**config.mk**
```make
export PLATFORM = sky130hd
export DESIGN_NAME = tarf_ctrl
export DESIGN_NICKNAME = d
export VERILOG_FILES = /design/src/sv/tarf_pkg.sv /design/src/sv/tarf_ctrl.sv
export SDC_FILE = /design/constraint.sdc
export NUM_CORES = 1
export LEC_CHECK = 0
export BUFFER_PORTS_ARGS = -buffer_cell sky130_fd_sc_hd__buf_2
export CAP_MARGIN = 20
export CORE_MARGIN = 2
export CORE_UTILIZATION = 47
export CTS_CLUSTER_DIAMETER = 80
export DETAILED_ROUTE_END_ITERATION = 7
export GPL_ROUTABILITY_DRIVEN = 0
export GPL_TIMING_DRIVEN = 0
export PLACE_DENSITY = 0.79
export RECOVER_POWER = 50
export SLEW_MARGIN = 5
export SYNTH_ARGS = -nofsm -noshare
export SYNTH_HDL_FRONTEND = slang
export SYNTH_SLANG_ARGS = --single-unit
```
**constraint.sdc**
```tcl
create_clock -name clk -period 2.49 [get_ports clk]
set_clock_uncertainty 0.15 [all_clocks]
set_input_delay 0.498 -clock clk [delete_from_list [all_inputs] [get_ports clk]]
set_output_delay 0.498 -clock clk [all_outputs]
set_load 0.02 [all_outputs]
```
**src/sv/tarf_pkg.sv**
```systemverilog
// Shared types and constants for the timestamped audio ring FIFO.
`timescale 1ns / 1ps
`default_nettype none

package tarf_pkg;

	// Fixed field widths.
	localparam int TIME_W  = 48;
	localparam int COUNT_W = 7;
	localparam int CFG_W   = 11;

	// Opcodes of an input word.
	localparam logic OP_WRITE = 1'b0;
	localparam logic OP_READ  = 1'b1;

	// Sequencer states, one-hot.
	typedef enum logic [5:0] {
		S_IDLE  = 6'b000001,
		S_SETUP = 6'b000010,
		S_PLAN  = 6'b000100,
		S_GAP   = 6'b001000,
		S_DATA  = 6'b010000,
		S_PAD   = 6'b100000
	} state_t;

	// Commands from the controller to the datapath.
	typedef struct packed {
		logic               wr;          // store the input chunk
		logic               req_latch;   // capture the read request time
		logic               setup;       // compute gap and stale counts
		logic               apply_skip;  // drop the stale chunks
		logic               advance;     // consume one stored chunk
		logic               emit;        // load the output register
		logic               emit_data;   // output word carries stored data
		logic               emit_fill;   // output word is silence
		logic               emit_last;   // final word of the item
		logic               emit_wr;     // output word is a write result
		logic [COUNT_W-1:0] n;           // remaining request count
		logic [COUNT_W-1:0] drop;        // dropped count for the output word
	} cmd_t;

	// Status from the datapath to the controller.
	typedef struct packed {
		logic               out_free;    // output register can take a word
		logic               fill_zero;   // no chunk stored
		logic [COUNT_W-1:0] gap;         // silence words owed to an early read
	} status_t;

endpackage

`default_nettype wire

```
**src/sv/tarf_ctrl.sv**
```systemverilog
// Sequencer of the ring FIFO: accepts words and steps a read through its phases.
`timescale 1ns / 1ps
`default_nettype none

module tarf_ctrl
	import tarf_pkg::*;
#(
	parameter int MAX_READ = 64
) (
	input  wire logic               clk,
	input  wire logic               arst_n,
	input  wire logic               in_valid,
	output logic                    in_ready,
	input  wire logic               opcode,
	input  wire logic [COUNT_W-1:0] count,
	input  wire status_t            status,
	output cmd_t                    cmd
);

	state_t             state_q, state_d;
	logic [COUNT_W-1:0] n_q, n_d;
	logic [COUNT_W-1:0] g_q, g_d;
	logic [COUNT_W-1:0] drop_q, drop_d;
	logic [COUNT_W-1:0] n_clamp;

	// Requests above the largest read are cut to it.
	assign n_clamp = (count > COUNT_W'(MAX_READ)) ? COUNT_W'(MAX_READ) : count;

	assign in_ready = (state_q == S_IDLE) && status.out_free;

	// Next state and commands.
	always_comb begin
		state_d = state_q;
		n_d     = n_q;
		g_d     = g_q;
		drop_d  = drop_q;
		cmd     = '0;
		cmd.n   = n_q;
		unique case (state_q)
			S_IDLE: begin
				if (in_valid && in_ready) begin
					if (opcode == OP_WRITE) begin
						cmd.wr        = 1'b1;
						cmd.emit      = 1'b1;
						cmd.emit_wr   = 1'b1;
						cmd.emit_last = 1'b1;
					end else if (n_clamp != '0) begin
						cmd.req_latch = 1'b1;
						n_d           = n_clamp;
						state_d       = S_SETUP;
					end
				end
			end
			S_SETUP: begin
				cmd.setup = 1'b1;
				state_d   = S_PLAN;
			end
			S_PLAN: begin
				cmd.apply_skip = 1'b1;
				g_d            = status.gap;
				n_d            = n_q - status.gap;
				state_d        = (status.gap != '0) ? S_GAP : S_DATA;
			end
			S_GAP: begin
				if (status.out_free) begin
					cmd.emit      = 1'b1;
					cmd.emit_fill = 1'b1;
					cmd.emit_last = (g_q == COUNT_W'(1)) && (n_q == '0);
					g_d           = g_q - COUNT_W'(1);
					if (g_q == COUNT_W'(1)) begin
						state_d = (n_q == '0) ? S_IDLE : S_DATA;
					end
				end
			end
			S_DATA: begin
				if (status.fill_zero) begin
					drop_d  = n_q;
					state_d = S_PAD;
				end else if (status.out_free) begin
					cmd.emit      = 1'b1;
					cmd.emit_data = 1'b1;
					cmd.advance   = 1'b1;
					cmd.emit_last = (n_q == COUNT_W'(1));
					n_d           = n_q - COUNT_W'(1);
					if (n_q == COUNT_W'(1)) begin
						state_d = S_IDLE;
					end
				end
			end
			S_PAD: begin
				if (status.out_free) begin
					cmd.emit      = 1'b1;
					cmd.emit_fill = 1'b1;
					cmd.emit_last = (n_q == COUNT_W'(1));
					cmd.drop      = (n_q == COUNT_W'(1)) ? drop_q : '0;
					n_d           = n_q - COUNT_W'(1);
					if (n_q == COUNT_W'(1)) begin
						state_d = S_IDLE;
					end
				end
			end
			default: begin
				state_d = S_IDLE;
			end
		endcase
	end

	// State and counters.
	always_ff @(posedge clk or negedge arst_n) begin
		if (!arst_n) begin
			state_q <= S_IDLE;
			n_q     <= '0;
			g_q     <= '0;
			drop_q  <= '0;
		end else begin
			state_q <= state_d;
			n_q     <= n_d;
			g_q     <= g_d;
			drop_q  <= drop_d;
		end
	end

	// A silence phase always has words left to send.
	a_gap_nonzero: assert property (@(posedge clk) disable iff (!arst_n)
		(state_q == S_GAP) |-> (g_q != '0))
		else $error("gap phase entered with no silence owed");

	a_data_nonzero: assert property (@(posedge clk) disable iff (!arst_n)
		(state_q == S_DATA || state_q == S_PAD) |-> (n_q != '0))
		else $error("data or pad phase with zero words remaining");

	a_pad_drop: assert property (@(posedge clk) disable iff (!arst_n)
		(state_q == S_PAD) |-> (n_q <= drop_q))
		else $error("pad count exceeds the dropped total");

endmodule

`default_nettype wire

```
==> results.tsv <==
metric	value	unit
Final min period	3.02	ns
GR Util met2	44.1	%
largest net degree at the start of global routing	28	
Final ANT Viol Nets	0	
Synth top area share	31.4	%
sw frac	43.8	%
failing checks	max-capacitance violations, max-slew violations, negative setup slack	
full die area	4960	sq um
hold endpoint	g_q[0]	
register area share after synthesis	32.7	%
clock tree sinks	27	
PortBufs	44	
Synth area leaders	dfrtp_1 (31%), ha_1 (6.6%), a21oi_1 (4.8%), o21ai_0 (4.3%), nor2_1 (4.0%)	
H-tree levels	1	
CP startpoint kind	flop	
P_int	1.50	mW
CTS clock-pin slew for the worst setup and hold paths	0.10	ns
vias in the first global route	2194	
switching pwr	1.17	mW
Std-Cell Rows	24	
GRT Total Usage	27.0	%
Net Count, Synth	270	
first-pass GRT wire length	10700	microns
Clock power frac	10.0	%
met1 GRT Util	35.3	%
Arr. time, crit path	2.37	ns
core area	4290	sq um
CTS Hold Bufs	0	
insertion delay to the later sink of the worst-skew pair	0.29	ns
most used routing layer in global routing	met2	
DIE WIDTH	70.4	microns
met3 GRT Util	4.47	%
Max IR drop VDD	515	uV
Hold Crit Class	input port to flop	
Hold Path Origin	status[0]	
Post-route DRC	0	
Avg Inst Size Synth	8.71	sq um
Min-Delay Path Depth	3	
synth unique cells	53	
clk buf depth	2	
Final TNS setup	-5.21	ns
final setup fails	23	
total CTS buffers	3	
antenna violations before repair	0	
P per Cell Area	915	nW/um^2
CP startpoint	state_q[4]	
hpwl dp	3960	microns
Storage cell area	688	sq um
# diodes	0	
Die Y	70.4	microns
final net count	350	
initial DRC count	237	
drt total wl	6830	microns
post-DR vias/cell	6.19	
R2R Path Start	state_q[4]	
Yosys Warn Count	0	
GRT overflow	0	
# IOs	45	
Slew HR	-0.340	%
period utilisation layout	121	%
Synth Flop Type	dfrtp_1	
leading area contributor after synthesis	dfrtp_1	
outcome	finished with violations	
drt wl/cell	18.5	microns
Post-synth ARST share	100	%
WP data required	1.84	ns
Worst-Margin Slew	1.51	ns
Combinational Power Share	62.0	%
Via Count	2283	
r2r endpoint	n_q[6]	
Syn-to-layout area delta	40.6	%
area occupied by multi-input gates	1440	sq um
FF+latch count, synth	27	
mapped cell area	2070	sq um
unrepaired setup endpoints after global routing	yes	
crit path kind	flop to primary output	
slack of the critical path	-0.526	ns
Initial Util	48.3	%
Root Driver	clkbuf_8	
top cells by count, synth	dfrtp_1 (26), nor2_1 (22), a21oi_1 (20), o21ai_0 (18), inv_1 (14)	
max cap viols	1	
Post-synth EDFFs	0	
leakage	1.37	nW
fmax	0.332	GHz
fin. max-slew vios	27	
Worst Path Max Fanout	3	
cells after synthesis	238	
CTS tree	built	
drt first pass iters	4	
FF-to-FF setup slack	-0.18	ns
Fillers	324	
r2r worst-path depth	9	
top-count cell post-synth	dfrtp_1	
Fin. Hold Viols	0	
Sequential Power Share	28.0	%
Final Util	67.9	%
share of cells above drive strength 1	44.5	%
CP Capture Type	primary output	
cells in the final DEF, fill, tap and decap left out, types with 3 or more instances in the layout:
master and n:
clkbuf_1 3, nor4_1 3, nor2_4 4, xor2_1 3, nand4_1 3, o32ai_1 3, dfrtp_2 9, xnor2_1 5
o22ai_1 4, o21ai_0 13, clkbuf_8 3, dfrtp_1 17, nor2b_1 3, ha_1 11, buf_2 31, a31oi_1 4
buf_6 20, o21a_1 3, nand2b_1 3, buf_4 30, inv_1 13, nor3_1 7, mux2_2 7, nor2_1 17
and2_4 7, or3_1 4, or4_1 3, or3_4 3, a21oi_1 18, o21ai_1 5, nand2_1 10
worst max path at each step:
| stage | to | slack (ns) | cells after the start |
|---|---|---|---|
| detailed placement | cmd[4] | -0.38 | 6 |
| finish | cmd[18] | -0.53 | 6 |
| global route | cmd[18] | -0.54 | 6 |
| global placement | cmd[2] | -0.35 | 6 |
| CTS | cmd[18] | -0.46 | 6 |
| floorplan | cmd[18] | -0.16 | 5 |
per-layer routing:
metal	routed length [microns]	share of wire, %
met5	0	0
met1	2850	42
met4	214	3.1
met2	3390	50
met3	375	5.5
area by class of cell:
| class | count | share of cell area, % |
|---|---|---|
| buffer | 6 | 1.37 |
| clock buffer | 4 | 1.55 |
| timing repair buffer | 77 | 19.7 |
| inverter | 15 | 2.06 |
| tap | 52 | 2.23 |
| sequential | 27 | 23.6 |
| multi-input combinational | 188 | 49.5 |
state kept, by name, indices dropped and copies added, names as in the netlist:
| register | flops |
|---|---|
| drop_q | 7 |
| g_q | 7 |
| n_q | 7 |
| state_q | 6 |
power by group through the flow:
stage / clock network, mW / registers [mW] / logic (mW)
final: 0.266 / 0.747 / 1.65
after global routing: 0.287 / 0.770 / 1.77
after CTS: 0.267 / 0.737 / 1.49
after detailed placement: 0 / 0.743 / 1.13
after global placement: 0 / 0.742 / 1.10
after floorplan: 0 / 0.751 / 0.818
logic make-up (layout without fill, tap and decap cells):
| kind of cell | Yosys count | after routing | synth area share (%) |
|---|---|---|---|
| AO/OA/AOI/OAI | 69 | 69 | 21.6 |
| XOR/XNOR | 8 | 8 | 3.38 |
| adder cells (fa/ha/maj) | 12 | 12 | 7.61 |
| buffers and inverters | 23 | 102 | 4.89 |
| flip-flops | 27 | 27 | 32.7 |
| multiplexers | 7 | 7 | 3.80 |
| AND/OR/NAND/NOR | 92 | 92 | 26.1 |
critical path, stage by stage (launching register included):
cell	delay [ns]
dfrtp_2	0.43
or4_4	0.54
or3b_4	0.43
or3_4	0.38
inv_4	0.08
or3_4	0.11
buf_6	0.11
per-stage QoR:
stage | total power [mW] | setup slack [ns] | hold WS [ns] | area (sq um) | std cells
global placement | 1.84 | -0.347 | 0.332 | 2390 | 334
global route | 2.83 | -0.542 | 0.347 | 2910 | 369
floorplan | 1.57 | -0.159 | 0.0524 | 2100 | 238
finish | 2.67 | -0.526 | 0.335 | 2910 | 369
CTS | 2.50 | -0.463 | 0.0905 | 2810 | 363
detailed placement | 1.87 | -0.382 | 0.339 | 2390 | 334
repair_timing:
action | 4_1_cts | 5_1_grt
cloned | 0 | 1
resized for setup | 62 | 20
buffers inserted | 27 | 9
endpoints found under the setup margin | 24 | 34
pin swaps | 16 | 12
Note: power is estimated with default switching activity, not from simulation.
